`src/rtl/core/ctit_pkg.sv`:
```
// ---------------------------------------------------------------------------
// ctit_pkg
// Shared types and constants for the connection idle timeout table.
// ---------------------------------------------------------------------------
`default_nettype none

package ctit_pkg;

    localparam int unsigned ENTRIES       = 32;
    localparam int unsigned IDX_W         = $clog2(ENTRIES);
    localparam int unsigned ID_W          = 5;
    localparam int unsigned CMP_W         = ((ID_W > IDX_W) ? ID_W : IDX_W) + 1;
    localparam int unsigned TIME_W        = 32;
    localparam int unsigned TMO_W         = 31;
    localparam logic [TMO_W-1:0] TIMEOUT_RESET = TMO_W'(5000);

    typedef enum logic [1:0] {
        CMD_REFRESH = 2'd0,
        CMD_REMOVE  = 2'd1,
        CMD_SWEEP   = 2'd2
    } t_cmd;

    typedef enum logic {
        KIND_EXPIRED = 1'b0,
        KIND_REPORT  = 1'b1
    } t_kind;

    typedef enum logic [1:0] {
        ST_IDLE,
        ST_READ,
        ST_EVAL,
        ST_REPORT
    } t_state;

    typedef struct packed {
        logic [1:0]        cmd;
        logic [ID_W-1:0]   conn_id;
        logic [TIME_W-1:0] now_ms;
    } t_in_item;

    typedef struct packed {
        logic                     kind;
        logic [ID_W-1:0]          expired_id;
        logic signed [TIME_W-1:0] remaining_ms;
        logic                     last;
    } t_out_item;

    typedef struct packed {
        logic      load;
        t_out_item item;
    } t_res;

    typedef struct packed {
        logic              we;
        logic [IDX_W-1:0]  waddr;
        logic [TIME_W-1:0] wdata;
        logic              re;
        logic [IDX_W-1:0]  raddr;
    } t_ram_req;

endpackage

`default_nettype wire

```
`src/rtl/core/connection_idle_timeout_table.sv`:
```
// ---------------------------------------------------------------------------
// connection_idle_timeout_table
// Per-connection idle timeout table with sweep and next-expiry report.
// ---------------------------------------------------------------------------
// Refresh and remove items are accepted back to back and produce no result.
// A sweep reads the expiry memory one entry at a time, with a memory read
// and then a compare and update for each entry, and holds the block longer
// while the output is stalled and an expired id or the final report waits.
// Input stall is high for the whole sweep. The armed flags live in flops and
// clear at reset; the expiry memory needs no clearing pass, so the block
// takes items right after reset.
// ---------------------------------------------------------------------------
`default_nettype none

module connection_idle_timeout_table (
    input  wire logic                        i_clk,
    input  wire logic                        i_rst_n,
    input  wire logic                        i_in_valid,
    input  wire ctit_pkg::t_in_item          i_in_item,
    output logic                             o_in_stall,
    output logic                             o_out_valid,
    output ctit_pkg::t_out_item              o_out_item,
    input  wire logic                        i_out_stall,
    input  wire logic                        i_cfg_we,
    input  wire logic [ctit_pkg::TMO_W-1:0]  i_cfg_wdata
);

    ctit_pkg::t_res                  res;
    ctit_pkg::t_ram_req              ram_req;
    logic [ctit_pkg::TIME_W-1:0]     ram_rdata;
    logic                            out_free;
    logic                            r_out_valid;
    ctit_pkg::t_out_item             r_out_item;

    assign out_free = !r_out_valid || !i_out_stall;

    ctit_ctrl u_ctrl (
        .i_clk       (i_clk),
        .i_rst_n     (i_rst_n),
        .i_in_valid  (i_in_valid),
        .i_in_item   (i_in_item),
        .o_in_stall  (o_in_stall),
        .i_cfg_we    (i_cfg_we),
        .i_cfg_wdata (i_cfg_wdata),
        .i_out_free  (out_free),
        .o_res       (res),
        .o_ram_req   (ram_req),
        .i_ram_rdata (ram_rdata)
    );

    ctit_ram #(
        .DEPTH (ctit_pkg::ENTRIES),
        .AW    (ctit_pkg::IDX_W),
        .DW    (ctit_pkg::TIME_W)
    ) u_expiry_ram (
        .i_clk   (i_clk),
        .i_we    (ram_req.we),
        .i_waddr (ram_req.waddr),
        .i_wdata (ram_req.wdata),
        .i_re    (ram_req.re),
        .i_raddr (ram_req.raddr),
        .o_rdata (ram_rdata)
    );

    always_ff @(posedge i_clk) begin
        if (!i_rst_n) begin
            r_out_valid <= 1'b0;
        end else if (res.load) begin
            r_out_valid <= 1'b1;
        end else if (!i_out_stall) begin
            r_out_valid <= 1'b0;
        end
    end

    always_ff @(posedge i_clk) begin
        if (res.load) begin
            r_out_item <= res.item;
        end
    end

    assign o_out_valid = r_out_valid;
    assign o_out_item  = r_out_item;

endmodule

`default_nettype wire

```
`src/rtl/core/ctit_ram.sv`:
```
// ---------------------------------------------------------------------------
// ctit_ram
// Simple dual-port synchronous RAM with registered read.
// ---------------------------------------------------------------------------
`default_nettype none

module ctit_ram #(
    parameter int unsigned DEPTH = 32,
    parameter int unsigned AW    = 5,
    parameter int unsigned DW    = 32
) (
    input  wire logic          i_clk,
    input  wire logic          i_we,
    input  wire logic [AW-1:0] i_waddr,
    input  wire logic [DW-1:0] i_wdata,
    input  wire logic          i_re,
    input  wire logic [AW-1:0] i_raddr,
    output logic      [DW-1:0] o_rdata
);

    logic [DW-1:0] r_mem [DEPTH];

    always_ff @(posedge i_clk) begin
        if (i_we) begin
            r_mem[i_waddr] <= i_wdata;
        end
    end

    always_ff @(posedge i_clk) begin
        if (i_re) begin
            o_rdata <= r_mem[i_raddr];
        end
    end

endmodule

`default_nettype wire

```
`src/rtl/core/ctit_ctrl.sv`:
```
// ---------------------------------------------------------------------------
// ctit_ctrl
// Command sequencer: refresh/remove updates, sweep over the expiry memory.
// ---------------------------------------------------------------------------
`default_nettype none

module ctit_ctrl (
    input  wire logic                           i_clk,
    input  wire logic                           i_rst_n,
    input  wire logic                           i_in_valid,
    input  wire ctit_pkg::t_in_item             i_in_item,
    output logic                                o_in_stall,
    input  wire logic                           i_cfg_we,
    input  wire logic [ctit_pkg::TMO_W-1:0]     i_cfg_wdata,
    input  wire logic                           i_out_free,
    output ctit_pkg::t_res                      o_res,
    output ctit_pkg::t_ram_req                  o_ram_req,
    input  wire logic [ctit_pkg::TIME_W-1:0]    i_ram_rdata
);

    ctit_pkg::t_state                   r_state;
    ctit_pkg::t_state                   n_state;
    logic [ctit_pkg::ENTRIES-1:0]       r_armed;
    logic [ctit_pkg::IDX_W-1:0]         r_idx;
    logic [ctit_pkg::TIME_W-1:0]        r_now;
    logic [ctit_pkg::TMO_W-1:0]         r_best;
    logic                               r_any;
    logic [ctit_pkg::TMO_W-1:0]         r_timeout;

    logic                               accept;
    logic                               id_ok;
    logic [ctit_pkg::IDX_W-1:0]         in_idx;
    logic [ctit_pkg::TIME_W-1:0]        diff;
    logic                               expired;
    logic                               armed_cur;
    logic                               last_idx;
    logic                               step;
    logic                               disarm;
    logic                               upd_best;

    assign accept    = i_in_valid && (r_state == ctit_pkg::ST_IDLE);
    assign id_ok     = (ctit_pkg::CMP_W'(i_in_item.conn_id) <
                        ctit_pkg::CMP_W'(ctit_pkg::ENTRIES));
    assign in_idx    = ctit_pkg::IDX_W'(i_in_item.conn_id);
    assign diff      = i_ram_rdata - r_now;
    assign expired   = (diff == '0) || diff[ctit_pkg::TIME_W-1];
    assign armed_cur = r_armed[r_idx];
    assign last_idx  = (r_idx == ctit_pkg::IDX_W'(ctit_pkg::ENTRIES - 1));
    assign step      = !armed_cur || !expired || i_out_free;

    always_comb begin
        n_state = r_state;
        unique case (r_state)
            ctit_pkg::ST_IDLE: begin
                if (accept && (i_in_item.cmd == ctit_pkg::CMD_SWEEP)) begin
                    n_state = ctit_pkg::ST_READ;
                end
            end
            ctit_pkg::ST_READ: begin
                n_state = ctit_pkg::ST_EVAL;
            end
            ctit_pkg::ST_EVAL: begin
                if (step) begin
                    n_state = last_idx ? ctit_pkg::ST_REPORT : ctit_pkg::ST_READ;
                end
            end
            ctit_pkg::ST_REPORT: begin
                if (i_out_free) begin
                    n_state = ctit_pkg::ST_IDLE;
                end
            end
            default: n_state = ctit_pkg::ST_IDLE;
        endcase
    end

    always_comb begin
        o_in_stall          = 1'b1;
        o_ram_req.we        = 1'b0;
        o_ram_req.waddr     = in_idx;
        o_ram_req.wdata     = i_in_item.now_ms + ctit_pkg::TIME_W'(r_timeout);
        o_ram_req.re        = 1'b0;
        o_ram_req.raddr     = r_idx;
        o_res.load          = 1'b0;
        o_res.item.kind     = ctit_pkg::KIND_EXPIRED;
        o_res.item.expired_id   = ctit_pkg::ID_W'(r_idx);
        o_res.item.remaining_ms = '0;
        o_res.item.last     = 1'b0;
        disarm              = 1'b0;
        upd_best            = 1'b0;
        unique case (r_state)
            ctit_pkg::ST_IDLE: begin
                o_in_stall   = 1'b0;
                o_ram_req.we = accept && id_ok &&
                               (i_in_item.cmd == ctit_pkg::CMD_REFRESH);
            end
            ctit_pkg::ST_READ: begin
                o_ram_req.re = 1'b1;
            end
            ctit_pkg::ST_EVAL: begin
                disarm     = armed_cur && expired && i_out_free;
                o_res.load = disarm;
                upd_best   = armed_cur && !expired &&
                             (!r_any || (diff[ctit_pkg::TMO_W-1:0] < r_best));
            end
            ctit_pkg::ST_REPORT: begin
                o_res.load              = i_out_free;
                o_res.item.kind         = ctit_pkg::KIND_REPORT;
                o_res.item.expired_id   = '0;
                o_res.item.remaining_ms = r_any ? {1'b0, r_best} : '1;
                o_res.item.last         = 1'b1;
            end
            default: begin
                o_in_stall = 1'b1;
            end
        endcase
    end

    always_ff @(posedge i_clk) begin
        if (!i_rst_n) begin
            r_state   <= ctit_pkg::ST_IDLE;
            r_armed   <= '0;
            r_any     <= 1'b0;
            r_idx     <= '0;
            r_timeout <= ctit_pkg::TIMEOUT_RESET;
        end else begin
            r_state <= n_state;
            if (i_cfg_we) begin
                r_timeout <= i_cfg_wdata;
            end
            if (accept && id_ok) begin
                if (i_in_item.cmd == ctit_pkg::CMD_REFRESH) begin
                    r_armed[in_idx] <= 1'b1;
                end else if (i_in_item.cmd == ctit_pkg::CMD_REMOVE) begin
                    r_armed[in_idx] <= 1'b0;
                end
            end
            if (disarm) begin
                r_armed[r_idx] <= 1'b0;
            end
            if (accept && (i_in_item.cmd == ctit_pkg::CMD_SWEEP)) begin
                r_idx <= '0;
                r_any <= 1'b0;
            end else if ((r_state == ctit_pkg::ST_EVAL) && step && !last_idx) begin
                r_idx <= r_idx + 1'b1;
            end
            if (upd_best) begin
                r_any <= 1'b1;
            end
        end
    end

    always_ff @(posedge i_clk) begin
        if (accept) begin
            r_now <= i_in_item.now_ms;
        end
        if (upd_best) begin
            r_best <= diff[ctit_pkg::TMO_W-1:0];
        end
    end

endmodule

`default_nettype wire

```
`config.mk`:
```
export PLATFORM = sky130hd
export DESIGN_NAME = connection_idle_timeout_table
export DESIGN_NICKNAME = d
export VERILOG_FILES = /design/src/rtl/core/ctit_pkg.sv /design/src/rtl/core/connection_idle_timeout_table.sv /design/src/rtl/core/ctit_ram.sv /design/src/rtl/core/ctit_ctrl.sv
export SDC_FILE = /design/constraint.sdc
export NUM_CORES = 1
export LEC_CHECK = 0
export CORE_ASPECT_RATIO = 1.75
export CORE_MARGIN = 5
export CORE_UTILIZATION = 50
export DETAILED_ROUTE_END_ITERATION = 6
export DONT_BUFFER_PORTS = 1
export HOLD_SLACK_MARGIN = 0.05
export PLACE_DENSITY = 0.75
export SLEW_MARGIN = 20
export SYNTH_ARGS = -nofsm -noshare
export SYNTH_HDL_FRONTEND = slang
export SYNTH_HIERARCHICAL = 1
export SYNTH_SLANG_ARGS = --single-unit
```
`constraint.sdc`:
```
create_clock -name i_clk -period 15.3 [get_ports i_clk]
set_input_delay 1.53 -clock i_clk [delete_from_list [all_inputs] [get_ports i_clk]]
set_output_delay 1.53 -clock i_clk [all_outputs]
set_load 0.005 [all_outputs]
```
# Yosys cells after proc, flatten, opt, wreduce, memory -nomap -nowiden
# Memories as Yosys holds them, arrays and structs flattened. A register that Yosys moved wholly into a read port is not among the register bits.
# Cells that the tools add are included.
[totals]
ram_bits = 1024
ff_bits = 174
input_bits = 75
n_memories = 1
out_inout_bits = 41
word_cells = 95
[classes]
bitwise_logic = 6
magnitude_cmp = 5
muxes = 30
n_reduce_logical = 28
n_eq_ne = 10
n_addsub = 3
[memory_table]
columns = ["memory", "words", "width", "rd", "rd_ports_with_merged_regs", "write_ports", "line_no", "rtl"]
rows = [
  ["u_expiry_ram.r_mem", 32, 32, 1, 1, 1, "ctit_ram.sv:21", "logic [DW-1:0] r_mem [DEPTH];"],
]
[op_table]
columns = ["cell", "count"]
rows = [
  ["32-bit two-way mux", 6],
  ["32-bit bitwise AND", 2],
  ["32-bit inverter", 2],
  ["39-bit two-way mux", 1],
  ["32-bit by 31-bit adder with 32-bit output", 1],
  ["32-bit zero test", 1],
  ["32-bit OR", 1],
  ["32-bit subtractor", 1],
  ["31-bit < comparator", 1],
  ["1-bit two-way mux", 14],
  ["5-bit by 6-bit < comparator with 1-bit output (second input constant)", 2],
  ["1-bit logical AND", 11],
  ["1-bit demux with 5-bit select", 2],
  ["5-bit by 1-bit >= comparator with 1-bit output (second input constant)", 2],
  ["2-bit two-way mux", 4],
  ["2-bit one-hot mux with 4 select lines", 1],
  ["2-bit == test (second input constant)", 3],
  ["1-bit zero test", 6],
  ["2-bit by 1-bit != test with 1-bit output (second input constant)", 3],
  ["5-bit by 1-bit adder with 5-bit output (second input constant)", 1],
  ["1-bit binary-select mux with 5-bit select", 1],
  ["5-bit == test (second input constant)", 1],
  ["1-bit logical OR", 5],
  ["2-bit by 1-bit == test with 1-bit output (second input constant)", 2],
  ["other kinds (7)", 8],
]

# Logic depth before layout (Yosys ltp)
# Gate-level depths: netlist (run 1).
[depth]
depth_word = 12
mapped_depth = 23
mapped_depth_nobuf = 23

# Hierarchy
# The synthesis (run 1) kept the hierarchy.
[modules_own_cells]
columns = ["mod", "cells_per_inst", "instances", "seq_area_each_um2", "area_per_inst_um2"]
rows = [
  ["ctit_ram", 2260, 1, 31710.4, 40805.4],
  ["ctit_ctrl", 1156, 1, 3313.2, 10104.7],
  ["connection_idle_timeout_table", 43, 1, 1191.1, 1206.2],
]

# Worst setup path after synthesis (run 1)
# Ideal clock, no wire load.
[synth_timing]
path_type = "register -> register"
startpoint = "reg u_ctrl/r_now[0] (netlist bit)"
endpoint = "reg r_out_item, in the netlist o_out_item[0], enable pin"
n_path_buf = 0
setup_ns = 0.498
synth_period_minus_slack_ns = 6.586
required_ns = 14.802
slack_ns = 8.714
path_stages_with_launch = 15
t_arrival_ns = 6.089
path_cell_list = "edfxtp_1 -> ha_1 -> fa_1 -> nor2b_1 -> o31ai_2 -> and2_1 -> o311a_1 -> nor4_1 -> nand4b_1 -> nor4_2 -> nand4b_1 -> or3_1 -> o31ai_2 -> nand2_1 -> a21boi_0"
[synth_lines]
columns = ["item", "line_no", "rtl"]
rows = [
  ["start: declaration", "ctit_ctrl.sv:25", "logic [ctit_pkg::TIME_W-1:0] r_now;"],
  ["start signal: assignment", "ctit_ctrl.sv:154", "r_now <= i_in_item.now_ms;"],
  ["end signal: assignment", "connection_idle_timeout_table.sv:77", "r_out_item <= res.item;"],
  ["end: declaration", "connection_idle_timeout_table.sv:33", "ctit_pkg::t_out_item r_out_item;"],
]

==> flow_summary.json, run 1 <==
{
  "status": "complete, no violations",
  "gp_congestion": 0.951,
  "synth_top_flop_cell": "edfxtp_1",
  "coreArea_sq_um": 103000,
  "cts-buffers-inserted": 96,
  "vias": 30100,
  "endpoint_kind": "flip-flop",
  "cap_violations": 0,
  "start_util_pct": 50.4,
  "io_pins": 116,
  "async_flop_share_pct": 0,
  "first_iter_violations": 2779,
  "reg2reg_from": "u_expiry_ram/o_rdata[0]$_DFFE_PP_",
  "viasPerCell": 6.20,
  "critPathRequiredTime_ns": 15.70,
  "holdWs_ns": 0.530,
  "rr_endpoint": "o_out_item[17]$_DFFE_PP_",
  "routedWlPerCell_microns": 25.8,
  "fin_skew_ns": 0.0196,
  "rows": 156,
  "p_leak_nw": 18.0,
  "hp-class": "reg -> reg",
  "synth_edf_count": 1158,
  "setup_viol": 0,
  "avgSynthCellArea_sq_um": 15.1,
  "crit_fanout": 32,
  "cts-resized-gates": 0,
  "cts_root_buffer": "clkbuf_16",
  "yosysSeqAreaShare_pct": 69.5,
  "ff2ff_setup_slack_ns": 10.06,
  "ys_ff_latch": 1230,
  "p_total_mw": 6.77,
  "tightest_slew_ns": 1.13,
  "fin_nets": 3604,
  "crit_arrival_ns": 5.97,
  "crit_buf_inv": 1,
  "holdPathEnd": "u_ctrl/r_timeout[4]$_SDFFE_PN0P_",
  "dieArea_sq_um": 111000,
  "worst_hold_path.num_cells": 2,
  "synth_xor_area_share_pct": 0.891,
  "antenna_found_initial": 7,
  "synth_top_family_by_area": "multiplexers",
  "synthAdderAreaFrac_pct": 2.41,
  "grtUsageTotal_pct": 21.8,
  "final_util_pct": 55.3,
  "cp_slowest_stage_delay_ns": 0.67,
  "synthMuxAreaShare_pct": 10.9,
  "hold_violations": 0,
  "peakVddDrop_uv": 156,
  "final_layout_size_suffix_gt1_share_pct": 8.92,
  "syn-cell-area_sq_um": 52100,
  "slowest_stage": "a311oi_1",
  "ys_warn_count": 6,
  "clk_latency_ns": 0.70,
  "ctsHoldBuffers": 0,
  "clkTransAtPathRegs_ns": 0.07,
  "finalSetupTns_ns": 0,
  "critPathKind": "in -> reg",
  "drtPass1Iterations": 6,
  "h-tree-depth": 3,
  "rsz0062_at_grt": "no",
  "syn_nets": 3633,
  "cts_buffer_depth": 3,
  "antenna_left": 0,
  "max_slew_margin_pct": 24.6,
  "syn_inst": 3459,
  "ff2ff_path_depth": 16,
  "startpoint_type": "primary input",
  "power.density_nw_per_um2": 118,
  "min_from": "u_ctrl/r_timeout[4]$_SDFFE_PN0P_",
  "grt_overflow_total": 0,
  "crit_chain": "ha_1 -> inv_1 -> fa_1 -> nor2b_1 -> o21ai_0 -> a21boi_0 -> o311ai_0 -> a21oi_1 -> o21ai_0 -> a31oi_1 -> a31oi_1 -> a311oi_1 -> a21o_1 -> a21oi_1 -> xnor2_4",
  "fill_cells": 7830,
  "cts_num_sinks": 1230,
  "path_delay_family": "compound AO/OA/AOI/OAI gates",
  "syn2layout_area_growth_pct": 9.78,
  "cts_tree": "built",
  "period_minus_slack_ns": 5.57,
  "cts_setup_buffers": 0,
  "grt_pass1_wl_mm": 182,
  "clock.fmax_mhz": 179,
  "synth_compound_area_share_pct": 8.16,
  "grt_max_degree": 142,
  "slew_viol_final": 0,
  "drc": 0,
  "wirelength_mm": 125,
  "grt_pass1_vias": 29500,
  "ys_types": 84,
  "period_share_pct": 36.4,
  "io_buffers": 0,
  "dp.final_hpwl_mm": 69.8,
  "fp.dieH_microns": 437,
  "fp.dieW_microns": 254,
  "synth-simple-area-share_pct": 5.43
}
## report_power, final
| group | leakage, nW | total (mW) | internal [mW] | switching [mW] |
|---|---|---|---|---|
| Clock | 1.53 | 2.55 | 1.40 | 1.16 |
| Sequential | 10.9 | 3.84 | 3.83 | 0.00911 |
| Combinational | 5.51 | 0.379 | 0.106 | 0.272 |
## final cells by class
cell class                      instances  area [sq um]  area share [%]
Antenna cell                            5          12.5          0.0219
Tap cell                             1343          1680            2.94
Sequential cell                      1230         36200            63.3
Clock inverter                         61           668            1.17
Clock buffer                          116          2540            4.44
Inverter                               95           357           0.623
Multi-Input combinational cell       1941         15200            26.5
Timing Repair Buffer                   66           558           0.975
## Yosys cell counts (all sizes together), types with 7 or more instances
| cell | number | area (sq um) |
|---|---|---|
| edfxtp | 1158 | 34800 |
| mux2i | 548 | 5490 |
| a21oi | 229 | 1160 |
| nand2 | 188 | 708 |
| nand3 | 119 | 596 |
| a31oi | 105 | 657 |
| buf | 102 | 731 |
| ha | 97 | 1210 |
| a22oi | 96 | 721 |
| inv | 95 | 357 |
| clkbuf | 91 | 350 |
| nor2 | 86 | 323 |
| dfxtp | 72 | 1440 |
| a22o | 65 | 569 |
| nor3 | 52 | 260 |
| o21ai | 47 | 239 |
| nor2b | 44 | 275 |
| xnor2 | 39 | 342 |
| a21o | 26 | 195 |
| nand2b | 17 | 106 |
| o21a | 14 | 105 |
| xor2 | 14 | 123 |
| nor3b | 13 | 103 |
| and2 | 11 | 68.8 |
| and3 | 10 | 62.6 |
| o21bai | 9 | 67.6 |
| mux4 | 8 | 180 |
| o211ai | 7 | 57.6 |
## how the worst max path moves through the flow
| stage | slack [ns] | startpoint | end | cells after the start |
|---|---|---|---|---|
| final | 9.73 | i_in_item[0] | u_expiry_ram/r_mem[16][30]$_DFFE_PP_ | 15 |
| after global routing | 9.54 | i_in_item[0] | u_expiry_ram/r_mem[3][30]$_DFFE_PP_ | 15 |
| after CTS | 9.84 | i_in_item[0] | u_expiry_ram/r_mem[19][30]$_DFFE_PP_ | 15 |
| after detailed placement | 9.14 | i_in_item[0] | u_expiry_ram/r_mem[18][30]$_DFFE_PP_ | 15 |
| after global placement | 9.23 | i_in_item[0] | u_expiry_ram/r_mem[18][30]$_DFFE_PP_ | 15 |
| after floorplan | 8.71 | u_ctrl/r_now[0]$_DFFE_PP_ | o_out_item[0]$_DFFE_PP_ | 14 |
## logic make-up (layout without fill, tap and decap cells)
group / Yosys count / count (layout)
AND/OR/NAND/NOR: 584 / 584
flip-flops: 1230 / 1230
buffers and inverters: 288 / 338
adder cells (fa/ha/maj): 99 / 99
XOR/XNOR: 53 / 53
multiplexers: 556 / 556
other: 0 / 5
AO/OA/AOI/OAI: 649 / 649
## state kept, by name, summed over array words and instances, names as in the netlist
name	count
u_expiry_ram/o_rdata	32
u_ctrl/r_idx	5
o_out_valid	1
u_ctrl/r_best	31
u_ctrl/r_state	2
u_ctrl/r_any	1
o_out_item	39
u_ctrl/r_now	32
u_ctrl/r_armed	32
u_expiry_ram/r_mem	1024
u_ctrl/r_timeout	31
## routing by layer
layer	track usage (%)	wire [microns]	share of wire, %	vias to the layer above
li1	-	-	-	13300
met1	26.1	45800	37	15200
met2	39.0	65300	52	1346
met3	3.51	9090	7.3	285
met4	8.83	5120	4.1	4
met5	0	34	0.027	-
## worst reg2reg max path, delay by kind of cell (launching register included)
kind	cells	cell delay [ns]
compound gates	6	2.05
buf+inv	2	0.49
flops	1	0.32
fa+ha+maj	2	0.64
simple gates	5	1.13
xor+xnor	1	0.22
## cells in the final DEF (no fill, tap or decap), drive strengths merged, types with 86 or more instances in the layout
cell	count
inv	100
nor2	86
ha	97
nand3	119
mux2i	548
edfxtp	1158
clkbuf	116
a22oi	96
a21oi	229
a31oi	105
nand2	188
## stage by stage
step	cells	instance area (sq um)	worst slack (ns)
after floorplan	3459	52100	8.71
after global placement	4675	53800	9.23
after detailed placement	4675	53800	9.14
after CTS	4852	57000	9.84
after global routing	4854	57200	9.54
final	4857	57200	9.73
Power figures use the tool's default switching activity.
==> run 2, diff against run 1 <==
--- a/config.mk
+++ b/config.mk
@@ -11,7 +11,7 @@
 export DETAILED_ROUTE_END_ITERATION = 6
 export DONT_BUFFER_PORTS = 1
 export HOLD_SLACK_MARGIN = 0.05
-export PLACE_DENSITY = 0.75
+export PLACE_DENSITY = 0.78
 export SLEW_MARGIN = 20
 export SYNTH_ARGS = -nofsm -noshare
 export SYNTH_HDL_FRONTEND = slang
==> constraint.sdc (replaced) <==
create_clock -name i_clk -period 4.6 [get_ports i_clk]
set_input_delay 0.46 -clock i_clk [delete_from_list [all_inputs] [get_ports i_clk]]
set_output_delay 0.46 -clock i_clk [all_outputs]
set_load 0.005 [all_outputs]
==> run 2 against run 1 <==
Effect of this change:
- cell area grew 3.7%
- sequential share of layout area shrank 2.3 points
- worst hold slack lost 0.44 ns
- clock skew grew 0.011 ns
- non-clock buffer count grew 214
- core utilization grew 2.1 points
- count of clock-buffer cells in the layout shrank 4
==> flow_summary.json, run 2 (synthesis results as in run 1) <==
{
  "layout_common_cells": "1,158 x edfxtp_1, 548 x mux2i_1, 223 x a21oi_1",
  "slew_viol_final": 0,
  "max_slew_margin_pct": 19.0,
  "endpoint_kind": "flip-flop",
  "cts_num_sinks": 1230,
  "fp.dieH_microns": 437,
  "final_util_pct": 57.4,
  "antenna_cells": 0,
  "tightest_slew_ns": 1.21,
  "antenna_found_initial": 0,
  "cts_root_buffer": "clkbuf_16",
  "slowest_stage": "fa_2",
  "startpoint_type": "flip-flop",
  "drc": 0,
  "clk_latency_ns": 0.70,
  "syn2layout_area_growth_pct": 13.9,
  "fill_cells": 7517,
  "first_iter_violations": 2782,
  "hp-class": "in -> reg",
  "status": "complete, no violations",
  "grt_pass1_vias": 30900,
  "clock.fmax_mhz": 218,
  "crit_chain": "ha_2 -> fa_2 -> nor2b_4 -> o31ai_4 -> a21oi_2 -> a41oi_2 -> buf_6 -> o31ai_4 -> buf_4 -> a21o_1 -> mux2i_1 -> or2_2 -> ha_1 -> nand4_1 -> nor3_2 -> o21ai_1 -> nand3_1 -> a311oi_4 -> buf_6 -> clkbuf_16",
  "rows": 156,
  "switchingPower_mw": 4.87,
  "cap_violations": 0,
  "critPathKind": "reg -> reg",
  "crit_arrival_ns": 5.00,
  "ff2ff_path_depth": 20,
  "finalSetupTns_ns": 0,
  "wirelength_mm": 127,
  "setup_viol": 0,
  "regMostFlops": "u_expiry_ram/r_mem",
  "period_minus_slack_ns": 4.60,
  "cp.depth": 20,
  "power_frac_seq_pct": 56.4,
  "viasPerCell": 6.10,
  "cp_slowest_stage_delay_ns": 0.43,
  "grt_max_degree": 139,
  "p_leak_nw": 19.1,
  "routedWlPerCell_microns": 25.1,
  "cts-buffers-inserted": 96,
  "regArea_sq_um": 36200,
  "fin_skew_ns": 0.0303,
  "multi_input_area_sq_um": 15200,
  "drtPass1Iterations": 6,
  "p_sw_share_pct": 21.5,
  "dp.final_hpwl_mm": 76.9,
  "crit_fanout": 6,
  "internal_power_mw": 17.8,
  "fin_cells": 5068,
  "clkPwrFrac_pct": 37.0,
  "peakVddDrop_uv": 350,
  "io_buffers": 0,
  "crit_buf_inv": 4,
  "gp_congestion": 0.919,
  "hold_violations": 0,
  "dpl.cell_count": 4774,
  "worst_hold_path.num_cells": 2,
  "critPathRequiredTime_ns": 5.00,
  "clkTransAtPathRegs_ns": 0.07,
  "rsz0062_at_grt": "yes",
  "final_common_cell": "edfxtp_1",
  "coreArea_sq_um": 103000,
  "grt_pass1_wl_mm": 184,
  "path_delay_family": "compound AO/OA/AOI/OAI gates",
  "power.density_nw_per_um2": 381,
  "grt_overflow_total": 0,
  "largest_reg_flops": 1024,
  "cts_buffer_depth": 3,
  "period_share_pct": 99.9,
  "io_pins": 116,
  "combPwrFrac_pct": 6.6,
  "grtUsageTotal_pct": 21.8,
  "h-tree-depth": 3,
  "cts_tree": "built",
  "fp.dieW_microns": 254,
  "final_layout_size_suffix_gt1_share_pct": 12.2,
  "start_util_pct": 50.4,
  "dieArea_sq_um": 111000,
  "antenna_left": 0,
  "fin_nets": 3818,
  "vias": 30900
}
-- run 2: cell count changes in the layout (fill, tap and decap cells not counted), sizes merged --
cell,change
buf,+112
inv,-2
diode,-5
clkinv,+13
dlygate4sd3,+98
clkinvlp,-3
bufinv,-2
-- run 2: power groups by stage --
stage / Clock (mW) / Combinational, mW / Sequential (mW)
after CTS: 8.47 / 1.43 / 12.8
final: 8.36 / 1.49 / 12.8
after detailed placement: 0 / 1.33 / 13.0
after floorplan: 0 / 0.784 / 13.0
after global placement: 0 / 1.28 / 13.0
after global routing: 8.90 / 1.61 / 12.8
-- run 2: final timing paths --
kind	from	to	slack, ns
setup / recovery	u_ctrl/r_now[0]$_DFFE_PP_	u_ctrl/r_best[21]$_DFFE_PP_	0.003
hold / removal	i_rst_n	u_ctrl/r_timeout[12]$_SDFFE_PN1P_	0.09
setup reg to reg	u_ctrl/r_now[0]$_DFFE_PP_	u_ctrl/r_best[21]$_DFFE_PP_	0.003
hold reg to reg	u_ctrl/r_armed[0]$_SDFF_PN0_	u_ctrl/r_armed[0]$_SDFF_PN0_	0.60
-- run 2: stage by stage --
stage | total power, mW | setup slack [ns] | hold slack, ns | cell area [sq um]
after floorplan | 13.8 | 0.00792 | 0.446 | 52200
after global placement | 14.3 | 0.0891 | 0.498 | 54800
after detailed placement | 14.3 | -0.0371 | 0.510 | 54800
after CTS | 22.7 | 0.0301 | 0.0503 | 59000
after global routing | 23.3 | -0.133 | 0.0875 | 59300
final | 22.6 | 0.00334 | 0.0897 | 59300
-- run 2: metal layers --
layer  up-vias  track usage [%]  share of wire, %
met3       300             3.08               7.1
li1      13700                -                 -
met1     15400             25.1                35
met2      1415             40.9                54
met5         -                0                 0
met4         0             8.10               4.1
-- run 2: cell type report --
type                    instances  area share (%)
clock buffers                 112            4.24
flip-flops and latches       1230            61.0
repair buffers                280            4.61
inverters                      95           0.601
multi-input cells            1941            25.6
well taps                    1343            2.83
clock inverters                67            1.12
-- run 2: timing repair --
action	in CTS	in global routing
setup buffers	0	9
endpoints found under the setup margin	9	110
pin swaps	0	16
gates cloned	0	6
hold endpoints to repair	104	0
hold buffers	100	0
gates resized for setup	1	30
